===== src/hdl/tase_pkg.sv =====
`timescale 1ns / 1ps

package tase_pkg;

    localparam int NUM_VARS   = 128;
    localparam int NUM_LINES  = 256;
    localparam int DATA_WIDTH = 32;
    localparam int VAR_W      = $clog2(NUM_VARS);
    localparam int LINE_W     = $clog2(NUM_LINES);

    localparam logic [LINE_W-1:0] START_LINE = LINE_W'(2);

    // request functions
    localparam logic [1:0] FUNC_WRITE_VAR  = 2'd0;
    localparam logic [1:0] FUNC_WRITE_STMT = 2'd1;
    localparam logic [1:0] FUNC_RESTART    = 2'd2;
    localparam logic [1:0] FUNC_STEP       = 2'd3;

    // statement kinds
    localparam logic [2:0] KIND_STOP   = 3'd0;
    localparam logic [2:0] KIND_IF     = 3'd1;
    localparam logic [2:0] KIND_GOTO   = 3'd2;
    localparam logic [2:0] KIND_PRINT  = 3'd3;
    localparam logic [2:0] KIND_ASSIGN = 3'd4;

    // operators
    localparam logic [3:0] OP_ADD = 4'd0;
    localparam logic [3:0] OP_SUB = 4'd1;
    localparam logic [3:0] OP_MUL = 4'd2;
    localparam logic [3:0] OP_DIV = 4'd3;
    localparam logic [3:0] OP_MOD = 4'd4;
    localparam logic [3:0] OP_EQ  = 4'd5;
    localparam logic [3:0] OP_NE  = 4'd6;
    localparam logic [3:0] OP_LT  = 4'd7;
    localparam logic [3:0] OP_GT  = 4'd8;
    localparam logic [3:0] OP_LE  = 4'd9;
    localparam logic [3:0] OP_GE  = 4'd10;

    // error codes
    localparam logic [1:0] ERR_NONE     = 2'd0;
    localparam logic [1:0] ERR_DIV_ZERO = 2'd1;
    localparam logic [1:0] ERR_BAD_OP   = 2'd2;

    typedef struct packed {
        logic [1:0]         func;
        logic [6:0]         var_index;
        logic signed [31:0] var_value;
        logic [7:0]         line_index;
        logic [2:0]         stmt_kind;
        logic [6:0]         first_operand;
        logic [6:0]         second_operand;
        logic [3:0]         op_code;
        logic [7:0]         jump_line;
        logic [6:0]         dest_var;
    } req_t;

    typedef struct packed {
        logic               printed;
        logic signed [31:0] print_value;
        logic               halted;
        logic [7:0]         current_line;
        logic [1:0]         error_code;
    } rsp_t;

    typedef struct packed {
        logic [2:0] kind;
        logic [6:0] first_operand;
        logic [6:0] second_operand;
        logic [3:0] op_code;
        logic [7:0] jump_line;
        logic [6:0] dest_var;
    } stmt_t;

endpackage


===== src/hdl/tase_divider.sv =====
`timescale 1ns / 1ps

module tase_divider
    import tase_pkg::*;
(
    input  logic                  clk,
    input  logic                  rst_n,
    input  logic                  start,
    input  logic [DATA_WIDTH-1:0] dividend,
    input  logic [DATA_WIDTH-1:0] divisor,
    output logic                  done,
    output logic [DATA_WIDTH-1:0] quotient,
    output logic [DATA_WIDTH-1:0] remainder
);

    localparam int CNT_W = $clog2(DATA_WIDTH + 1);

    logic                  busy_reg, busy_next;
    logic                  done_reg, done_next;
    logic [CNT_W-1:0]      cnt_reg, cnt_next;
    logic [DATA_WIDTH-1:0] rem_reg, rem_next;
    logic [DATA_WIDTH-1:0] quo_reg, quo_next;
    logic [DATA_WIDTH-1:0] dvs_reg, dvs_next;

    logic [DATA_WIDTH:0] rem_shift;
    logic [DATA_WIDTH:0] diff;

    // one restoring step a cycle, quotient bits shift in from the bottom
    assign rem_shift = {rem_reg, quo_reg[DATA_WIDTH-1]};
    assign diff      = rem_shift - {1'b0, dvs_reg};

    always_comb
    begin
        busy_next = busy_reg;
        done_next = 1'b0;
        cnt_next  = cnt_reg;
        rem_next  = rem_reg;
        quo_next  = quo_reg;
        dvs_next  = dvs_reg;
        if (start)
        begin
            busy_next = 1'b1;
            cnt_next  = CNT_W'(DATA_WIDTH);
            rem_next  = '0;
            quo_next  = dividend;
            dvs_next  = divisor;
        end
        else if (busy_reg)
        begin
            if (!diff[DATA_WIDTH])
            begin
                rem_next = diff[DATA_WIDTH-1:0];
                quo_next = {quo_reg[DATA_WIDTH-2:0], 1'b1};
            end
            else
            begin
                rem_next = rem_shift[DATA_WIDTH-1:0];
                quo_next = {quo_reg[DATA_WIDTH-2:0], 1'b0};
            end
            cnt_next = cnt_reg - 1'b1;
            if (cnt_reg == CNT_W'(1))
            begin
                busy_next = 1'b0;
                done_next = 1'b1;
            end
        end
    end

    always_ff @(posedge clk or negedge rst_n)
    begin
        if (!rst_n)
        begin
            busy_reg <= 1'b0;
            done_reg <= 1'b0;
            cnt_reg  <= '0;
        end
        else
        begin
            busy_reg <= busy_next;
            done_reg <= done_next;
            cnt_reg  <= cnt_next;
        end
    end

    always_ff @(posedge clk)
    begin
        rem_reg <= rem_next;
        quo_reg <= quo_next;
        dvs_reg <= dvs_next;
    end

    assign done      = done_reg;
    assign quotient  = quo_reg;
    assign remainder = rem_reg;

endmodule


===== config.mk =====
export PLATFORM = sky130hd
export DESIGN_NAME = tase_divider
export DESIGN_NICKNAME = d
export VERILOG_FILES = /design/src/hdl/tase_pkg.sv /design/src/hdl/tase_divider.sv
export SDC_FILE = /design/constraint.sdc
export NUM_CORES = 1
export LEC_CHECK = 0
export BUFFER_PORTS_ARGS = -buffer_cell sky130_fd_sc_hd__buf_4
export CAP_MARGIN = 20
export CORE_MARGIN = 2
export CORE_UTILIZATION = 49
export CTS_BUF_LIST = sky130_fd_sc_hd__clkbuf_16
export CTS_CLUSTER_SIZE = 14
export DETAILED_ROUTE_END_ITERATION = 10
export MAX_ROUTING_LAYER = met4
export PLACE_DENSITY = 0.76
export SLEW_MARGIN = 5
export SYNTH_ARGS = -nofsm -noshare
export SYNTH_HDL_FRONTEND = slang
export SYNTH_SLANG_ARGS = --single-unit

===== constraint.sdc =====
create_clock -name clk -period 2.8 [get_ports clk]
set_input_delay 0.14 -clock clk [delete_from_list [all_inputs] [get_ports clk]]
set_output_delay 0.14 -clock clk [all_outputs]
set_load 0.02 [all_outputs]

==> After elaboration in Yosys (flattened, before gate mapping) <==
Cells that the tools add are included.
Widths: inputs -> output; s select.
{ "totals": {"regBits": 104, "in_bits": 67, "out_inout_bits": 65, "wordCells": 22} }
{ "classes": {"n_addsub": 2, "eq_ne": 1, "mux": 12, "reduce_logical": 1} }
{ "op_table": {"columns": ["operator", "count"], "rows": [
  ["$mux 32", 3],
  ["$sub 33x32->33", 1],
  ["$mux 6", 2],
  ["$mux 1", 7],
  ["$eq 6x1->1 const B", 1],
  ["$sub 6x1->6 const B", 1],
  ["$reduce_bool 2->1", 1]
]} }

==> Longest topological paths before layout <==
Gate-level depths: netlist of run 1.
{ "logic_depth": {"ltp_word": 4, "ltp_mapped": 14, "ltp_nobuf": 12} }

==> Worst setup path before layout of run 1 <==
No wires, ideal clock.
{ "synth_path": {"path_kind": "register to register", "startpoint": "register quo_reg[31], in the netlist quotient[31]", "endpoint": "register quo_reg[0], in the netlist quotient[0], data pin", "setup_time_ns": 0.260, "arrival_ns": 2.889, "path_slack_ns": -0.349, "stages_incl_launch_ff": 14, "path_buffers": 2, "period_less_slack_ns": 3.149, "path_cell_list": "edfxtp_1 inv_1 ha_1 fa_1 nand2b_1 a21oi_1 o21ai_1 a31oi_1 or3_4 a21oi_1 or3_1 buf_6 buf_6 mux2_2"} }
{ "synth_via": {"elab_chain_len": 4} }
{ "synth_rtl": {"columns": ["element", "line", "rtl"], "rows": [
  ["from (decl)", "tase_divider.sv:22", "logic [DATA_WIDTH-1:0] quo_reg, quo_next;"],
  ["from (signal assigned)", "tase_divider.sv:88", "quo_reg <= quo_next;"],
  ["$sub 33x32->33", "tase_divider.sv:30", "assign diff = rem_shift - {1'b0, dvs_reg};"],
  ["$mux 1", "tase_divider.sv:50", "if (!diff[DATA_WIDTH])"],
  ["$mux 32", "tase_divider.sv:48", "else if (busy_reg)"],
  ["$mux 32", "tase_divider.sv:40", "if (start)"],
  ["net quo_next[0]", "tase_divider.sv:22", null]
]} }
The timed path passes the listed nets, and every way through them passes these cells. The select of a mux whose other input is x is not followed.
A chain may end at the register's enable or synchronous reset.

==> Final worst setup path of run 1 <==
{ "layout_path": {"startpoint": "register dvs_reg[14]", "endpoint": "register rem_reg[25], in the netlist remainder[25]"} }
{ "layout_via": {"elab_chain_len": 2} }
{ "layout_rtl": {"columns": ["element", "line", "rtl"], "rows": [
  ["from (decl)", "tase_divider.sv:23", "logic [DATA_WIDTH-1:0] dvs_reg, dvs_next;"],
  ["from (signal assigned)", "tase_divider.sv:89", "dvs_reg <= dvs_next;"],
  ["$sub 33x32->33", "tase_divider.sv:30", null],
  ["$mux 32", "tase_divider.sv:50", null],
  ["to (signal assigned)", "tase_divider.sv:87", "rem_reg <= rem_next;"],
  ["to (decl)", "tase_divider.sv:21", "logic [DATA_WIDTH-1:0] rem_reg, rem_next;"]
]} }
No other way between the ends.

==> results of run 1 <==
==> worst paths after layout <==
| kind | from | to | slack (ns) | cells after the start |
|---|---|---|---|---|
| max | dvs_reg[14] | remainder[25] | -0.19 | 12 |
| max reg2reg | dvs_reg[14] | remainder[25] | -0.19 | 12 |
| min | dividend[10] | quotient[10] | 0.07 | 2 |
| min in group asynchronous | rst_n | cnt_reg[4] | 0.15 | 2 |
| min reg2reg | remainder[29] | remainder[29] | 0.54 | 2 |
| max in group asynchronous | rst_n | busy_reg | 2.52 | 2 |
==> synth_stat cells, types with 2 or more instances <==
master / n / area [sq um]
o22ai_1: 2 / 12.5
nor3_1: 6 / 30.0
nor2b_1: 4 / 25.0
a31oi_1: 5 / 31.3
buf_6: 6 / 67.6
buf_2: 2 / 10.0
o21bai_1: 2 / 15.0
o21a_1: 4 / 30.0
dfxtp_1: 32 / 641
mux2_2: 32 / 360
mux2_4: 2 / 30.0
a2111oi_0: 2 / 17.5
xor2_1: 11 / 96.3
o31ai_1: 2 / 15.0
and3_1: 4 / 25.0
a211oi_1: 32 / 240
ha_1: 34 / 425
o211ai_1: 2 / 15.0
a311oi_1: 2 / 17.5
nand4_1: 3 / 18.8
nand3b_1: 6 / 45.0
xnor2_1: 18 / 158
o21ai_0: 19 / 95.1
and2_1: 8 / 50.1
clkbuf_1: 16 / 60.1
nand3_1: 8 / 40.0
o21ai_1: 2 / 10.0
a21oi_1: 29 / 145
inv_1: 44 / 165
nand2b_1: 12 / 75.1
dfrtp_1: 8 / 200
a21o_1: 13 / 97.6
or3_1: 2 / 12.5
nand2_1: 28 / 105
and4_4: 2 / 22.5
nor2_1: 49 / 184
mux2i_1: 26 / 260
edfxtp_1: 64 / 1920
o221ai_1: 3 / 26.3
==> worst max-delay path: cells and delay by family (launching register included) <==
family / cells / cell delay [ns]
simple gates: 6 / 1.47
compound gates: 3 / 0.52
flops: 1 / 0.37
buf+inv: 2 / 0.27
fa+ha+maj: 1 / 0.26
==> through the flow <==
step | instances | utilization | cell area (sq um) | hold WS (ns)
CTS | 963 | 0.710 | 8500 | 0.0601
global route | 965 | 0.719 | 8610 | 0.0565
finish | 965 | 0.719 | 8610 | 0.0741
global placement | 910 | 0.646 | 7730 | -0.0373
floorplan | 566 | - | 6010 | -0.156
detailed placement | 910 | 0.646 | 7730 | -0.0366
==> cells by family after synthesis <==
family                     synth area share
AOI/OAI and AO/OA                     0.147
buffers and inverters                0.0512
xor gates and xnor gates             0.0424
DFF                                   0.461
adders and majority gates            0.0744
muxes                                 0.109
and+or+nand+nor                       0.115
==> what timing repair did <==
| item | in CTS | in global routing |
|---|---|---|
| hold endpoints to repair | 40 | 0 |
| endpoints found under the setup margin | 33 | 33 |
| cloned | 2 | 0 |
| buffers inserted | 2 | 3 |
| gates resized for setup | 16 | 24 |
| hold buffers | 33 | 0 |
| pin swaps | 4 | 7 |
==> power breakdown <==
part           leakage (nW)  switching [mW]  internal, mW  total, mW
logic                  2.80            1.65          1.75       3.40
registers              1.01           0.189          1.92       2.11
clock network         0.147           0.601         0.662       1.26
total                  3.96            2.44          4.33       6.77
==> layer usage <==
layer  vias to the layer above  wire length, um  share of wire  global-route usage
met5                         -                0              0                   -
met4                         0              155          0.010              0.0577
met3                        14              788          0.052              0.0678
met1                      2437             6640           0.44               0.289
li1                       2555                -              -                   -
met2                       145             7560           0.50               0.401
==> layout make-up <==
class	count	area share
tap	147	0.0214
sequential	104	0.321
inverter	44	0.0192
clock buffer	10	0.0291
timing repair buffer	261	0.243
multi-input combinational	393	0.361
clock inverter	6	0.00480
==> out/metrics.yaml, run 1 <==
wl_per_cell_um: 15.7
fin_ws_ns: -0.186
fmaxAchievable_mhz: 335
numCtsBuffers: 9
critPathCaptureType: "flop"
period_share: 1.07
cp-start-kind: "flop"
n_antenna_cell: 0
syn_nets: 668
multi_input_area_sq_um: 3110
critPathKind: "flop to flop"
initial_utilization: 0.501
grt_setup_unrepaired: "yes"
drv_cap: 0
setup_tns_ns: -3.98
critical_path.max_fanout: 13
avgSynthCellArea_sq_um: 10.6
synth_edf_count: 64
clockRootBuffer: "clkbuf_16"
violations: "negative setup slack"
arrival_ns: 3.26
fp.dieArea_sq_um: 13100
power_mw: 6.77
rows: 40
finalMaxSlewViolations: 0
coreArea_sq_um: 12000
avgViaCountPerCell: 5.34
first_pass_iters: 6
via_count: 5151
p_leak_nw: 3.96
fillers: 850
dp_hpwl_mm: 10.5
ys_types: 59
place_ws_ns: -0.381
grt_max_degree: 55
maxSlewHeadroom: 0.569
slowest_stage: "or3_4"
syn2layout_area_growth_pct: 43.7
drcViolationCount: 0
final_common_cell: "buf_4"
die_w_um: 115
worstMarginPinSlew_ns: 0.646
cts_tree: "done"
cts_num_sinks: 104
drt_wl_total_mm: 15.1
routabilityCongestion: 0.909
seq_area_sq_um: 2770
gr-usage-all-layers: 0.240
setup_viol: 33
power.density_nw_per_um2: 787
outcome: "finished with violations"
grt_pass1_vias: 5180
dr.first_iter.drc_count: 265
cts_buffer_depth: 2
ios: 132
clk_latency_ns: 0.36
hold_viol: 0
clock_skew_ns: 0.0103
grt_pass1_wl_mm: 24.3
antenna_found_initial: 0
ys_warn_count: 0
antenna_left: 0
synthCells: 566
finalCriticalPeriod_ns: 2.99
fin_nets: 915
hp-class: "primary input to flop"
cpMostUsedCell: "or3_4"
path_cells: "inv_1, ha_1, and2_4, a211oi_2, nand4b_1, a31oi_2, or3_4, and4_4, or3_4, buf_12, nand2b_4, a311oi_1"
cpPeakStageDelay_ns: 0.44
h-tree-depth: 3
async_flop_share: 0.0769
drive_gt1_frac: 0.388
grt-ovfl-total: 0
synth-seq-cells: 104
die_y_um: 115
synth-main-ff-cell: "edfxtp_1"
ir_drop_uv: 526
clkTransAtPathRegs_ns: 0.08
final_cell_mix: "buf_4 (224), edfxtp_1 (64), nor2_1 (49)"
yosysSeqAreaShare: 0.461
portBuffers: 131
synthesis.area_sq_um: 5990
cp_data_required_time_ns: 3.07
No activity file was read; power rests on OpenSTA's default activity.
==> run 2, diff against run 1 <==
--- a/config.mk
+++ b/config.mk
@@ -13,7 +13,7 @@
 export CTS_CLUSTER_SIZE = 14
 export DETAILED_ROUTE_END_ITERATION = 10
 export MAX_ROUTING_LAYER = met4
-export PLACE_DENSITY = 0.76
+export PLACE_DENSITY_LB_ADDON = 0.15
 export SLEW_MARGIN = 5
 export SYNTH_ARGS = -nofsm -noshare
 export SYNTH_HDL_FRONTEND = slang
==> out/metrics.yaml, run 2 (synthesized netlist as in run 1, its figures left out) <==
setup_viol: 31
critPathBufInv: 2
critPathKind: "flop to flop"
dpl_cell_area_sq_um: 7750
cts_tree: "done"
arrival_ns: 3.08
ir_drop_uv: 488
cts_num_sinks: 104
finalMaxSlewViolations: 0
fmaxAchievable_mhz: 337
drcViolationCount: 0
outcome: "finished with violations"
power.density_nw_per_um2: 781
clock_skew_ns: 0.00794
ios: 132
hold_slack_ns: 0.0737
dp_hpwl_mm: 10.7
gr-usage-all-layers: 0.243
syn2layout_area_growth_pct: 44.7
clockRootBuffer: "clkbuf_16"
clk_latency_ns: 0.37
initial_utilization: 0.501
hold_depth: 2
antenna_found_initial: 0
route.met2.wl_mm: 7.09
combPwrFrac: 0.506
wl_per_cell_um: 15.3
seq_power_share: 0.311
cp_data_required_time_ns: 2.92
critical_path.max_fanout: 11
die_y_um: 115
cpPeakStageDelay_ns: 0.44
place_ws_ns: -0.422
cp-start-kind: "flop"
final_common_cell: "buf_4"
cp_num_cells: 11
die_w_um: 115
period_share: 1.06
worstMarginPinSlew_ns: 0.658
fin_ws_ns: -0.165
slowest_stage: "or3_4"
drive_gt1_frac: 0.397
routabilityCongestion: 0.896
drt_wl_total_mm: 14.8
final_cell_mix: "buf_4 (227), edfxtp_1 (64), nor2_1 (49)"
clkTransAtPathRegs_ns: 0.07
crit_family: "simple AND/OR/NAND/NOR gates"
rows: 40
fin_area_sq_um: 8660
portBuffers: 131
path_cells: "inv_1, ha_1, a21o_1, a21o_1, a21oi_2, nand3b_1, or3_4, and4_4, or3_4, buf_12, mux2_2"
grt_pass1_wl_mm: 24.6
switchingPower_mw: 2.48
violations: "negative setup slack"
p_leak_nw: 3.96
post-route-util: 0.724
power_mw: 6.77
hp-class: "primary input to flop"
top_layer: "met4"
fp.dieArea_sq_um: 13100
clkPwrFrac: 0.183
wl_met3_um: 928
maxSlewHeadroom: 0.555
numCtsBuffers: 9
rr_worst_depth: 11
power.internal_mw: 4.29
h-tree-depth: 3
grt-ovfl-total: 0
drv_cap: 0
m1WireLength_mm: 6.55
grt_setup_unrepaired: "yes"
fin_nets: 918
avgViaCountPerCell: 5.32
n_antenna_cell: 0
finalCriticalPeriod_ns: 2.96
critPathCaptureType: "flop"
cts_buffer_depth: 2
via_count: 5151
grt_max_degree: 43
antenna_left: 0
coreArea_sq_um: 12000
switching_share: 0.366
grt_pass1_vias: 5261
hold_viol: 0
dr.first_iter.drc_count: 238
first_pass_iters: 4
## run 2: cell types whose count changed in the layout (fill, tap and decap cells not counted), sizes merged
cell      delta
clkbuf       -1
clkinvlp     +1
buf          +3
clkinv       +2
inv          -2
## run 2: layout make-up
type | instances | area [sq um]
multi-input combinational | 393 | 3160
sequential | 104 | 2770
clock inverter | 7 | 55.1
tap | 147 | 184
clock buffer | 9 | 225
timing repair buffer | 264 | 2110
fill | 848 | 3300
inverter | 44 | 165
## run 2: final timing paths
path	start	end	slack, ns
min in group asynchronous	rst_n	cnt_reg[5]	0.11
min	dividend[14]	quotient[14]	0.07
max	dvs_reg[25]	quotient[0]	-0.16
max reg2reg	dvs_reg[25]	quotient[0]	-0.16
min reg2reg	remainder[28]	remainder[28]	0.53
max in group asynchronous	rst_n	busy_reg	2.54
## run 2: what timing repair did
item                                   CTS  global route
hold buffers                            33             0
cloned                                   1             0
gates resized for setup                 25            20
setup endpoints to repair               33            33
pin swaps                                6             4
endpoints found under the hold margin   40             0
setup buffers                            4             1
## run 2: routing by layer
| layer | up-vias | global-route usage |
|---|---|---|
| met4 | 0 | 0.0748 |
| li1 | 2552 | - |
| met5 | - | - |
| met1 | 2404 | 0.290 |
| met2 | 172 | 0.399 |
| met3 | 23 | 0.0693 |
## run 2: power by group through the flow
stage,combinational [mW],sequential (mW),clock [mW]
2_1_floorplan,1.71,2.35,0
6_report,3.43,2.10,1.24
3_5_place_dp,3.07,2.12,0
5_1_grt,3.73,2.14,1.32
4_1_cts,3.34,2.10,1.27
3_3_place_gp,3.01,2.11,0
## run 2: through the flow
stage | TNS [ns] | instances
floorplan | -3.24 | 566
global placement | -6.78 | 913
detailed placement | -9.81 | 913
CTS | -2.48 | 967
global route | -6.69 | 968
finish | -2.53 | 968
==> run 3, diff against run 2 <==
==> constraint.sdc (replaced) <==
create_clock -name clk -period 3.3 [get_ports clk]
set_input_delay 0.165 -clock clk [delete_from_list [all_inputs] [get_ports clk]]
set_output_delay 0.165 -clock clk [all_outputs]
set_load 0.02 [all_outputs]
==> out/metrics.yaml, run 3 (synthesized netlist as in run 1, its figures left out) <==
outcome: "completed"
power.density_nw_per_um2: 663
die_w_um: 115
die_y_um: 115
period_share: 0.959
grt_max_degree: 71
postCtsSetupBuffers: 0
clkTransAtPathRegs_ns: 0.07
drcViolationCount: 0
post-route-util: 0.649
slowest_stage: "a2111oi_1"
routabilityCongestion: 0.867
clk_latency_ns: 0.35
power.internal_mw: 3.26
switching_share: 0.368
dp_hpwl_mm: 9.53
cp-start-kind: "flop"
finalMaxSlewViolations: 0
p_leak_nw: 3.48
fp.dieArea_sq_um: 13100
critPathKind: "flop to flop"
fin_nets: 831
fmaxAchievable_mhz: 316
drv_cap: 0
initial_utilization: 0.501
finalCriticalPeriod_ns: 3.16
hp-class: "primary input to flop"
worstMarginPinSlew_ns: 0.779
syn2layout_area_growth_pct: 29.7
final_cell_mix: "buf_4 (142), edfxtp_1 (64), nor2_1 (49)"
cpPeakStageDelay_ns: 0.71
critPathCaptureType: "flop"
grt_pass1_vias: 4736
dr.first_iter.drc_count: 268
wl_per_cell_um: 15.3
drive_gt1_frac: 0.283
arrival_ns: 3.43
h-tree-depth: 3
ir_drop_uv: 398
n_antenna_cell: 0
cts_tree: "done"
rows: 40
critical_path.max_fanout: 4
cts_buffer_depth: 2
coreArea_sq_um: 12000
clkPwrFrac: 0.199
maxSlewHeadroom: 0.480
final_common_cell: "buf_4"
drt_wl_total_mm: 13.5
portBuffers: 131
switchingPower_mw: 1.89
via_count: 4802
cp_data_required_time_ns: 3.56
power_mw: 5.15
clock_skew_ns: 0.00963
seq_power_share: 0.350
numCtsBuffers: 9
gr-usage-all-layers: 0.219
combPwrFrac: 0.451
fillers: 953
grt-ovfl-total: 0
setup_viol: 0
clockRootBuffer: "clkbuf_16"
antenna_left: 0
avgViaCountPerCell: 5.45
grt_pass1_wl_mm: 22.3
path_cells: "buf_4, ha_1, nor2b_1, o2111ai_1, nand2_1, a211oi_1, or3b_2, a2111oi_1, nor3_1, nand3b_1, a311oi_1"
antenna_found_initial: 0
cts_num_sinks: 104
hold_viol: 0
ios: 132
first_pass_iters: 4
## run 3: changes by cell type in the layout (fill, tap and decap cells not counted), moves of 5 or more
cell      delta
a211oi_1     +5
buf_4       -85
ha_4         -5
a211oi_2     -5
ha_1         +5
## run 3: metal layers
metal	wire length (um)	global-route usage
met1	6080	0.275
met2	6480	0.344
met3	716	0.0656
met4	196	0.0593
met5	0	-
## run 3: path summary, 6_finish.rpt
check	to	slack, ns	startpoint	cells after the start
max	remainder[25]	0.14	remainder[0]	11
min	quotient[13]	0.11	dividend[13]	2
max reg2reg	remainder[25]	0.14	remainder[0]	11
min reg2reg	remainder[29]	0.52	remainder[29]	2
max in group asynchronous	busy_reg	2.99	rst_n	2
min in group asynchronous	cnt_reg[1]	0.16	rst_n	2
## run 3: timing repair
item / in CTS / in global routing
setup endpoints to repair: 0 / 33
hold endpoints to repair: 40 / 0
gates resized for setup: 0 / 6
hold buffers: 33 / 0
## run 3: area by class of cell
cell class                 instances  area, sq um  share of cell area
sequential                       104         2760               0.356
multi-input combinational        393         2940               0.379
inverter                          44          165              0.0213
clock inverter                     7         51.3             0.00660
timing repair buffer             177         1440               0.185
tap                              147          184              0.0237
clock buffer                       9          225              0.0290
## run 3: stage by stage
step	TNS, ns	cell area (sq um)	hold slack (ns)	std cells	setup WS (ns)
6_report	0	7770	0.108	881	0.136
5_1_grt	-0.0289	7770	0.0963	881	-0.0289
4_1_cts	0	7750	0.0889	881	0.00572
3_5_place_dp	0	7140	-0.00880	832	0.0169
3_3_place_gp	0	7140	-0.0142	832	0.102
2_1_floorplan	0	5990	-0.131	566	0.151
## run 3: worst max-delay path: cells and delay by family (launching register included)
kind            cells  cell delay, ns
simple gates        5            1.11
compound gates      4            1.23
buf+inv             1            0.15
fa+ha+maj           1            0.26
flops               1            0.32
## run 3: power by group through the flow
stage          Clock, mW  Sequential, mW  Combinational, mW
6_report            1.03            1.80               2.32
5_1_grt             1.10            1.84               2.53
4_1_cts             1.06            1.81               2.31
3_5_place_dp           0            1.83               2.27
3_3_place_gp           0            1.82               2.21
2_1_floorplan          0            1.99               1.44
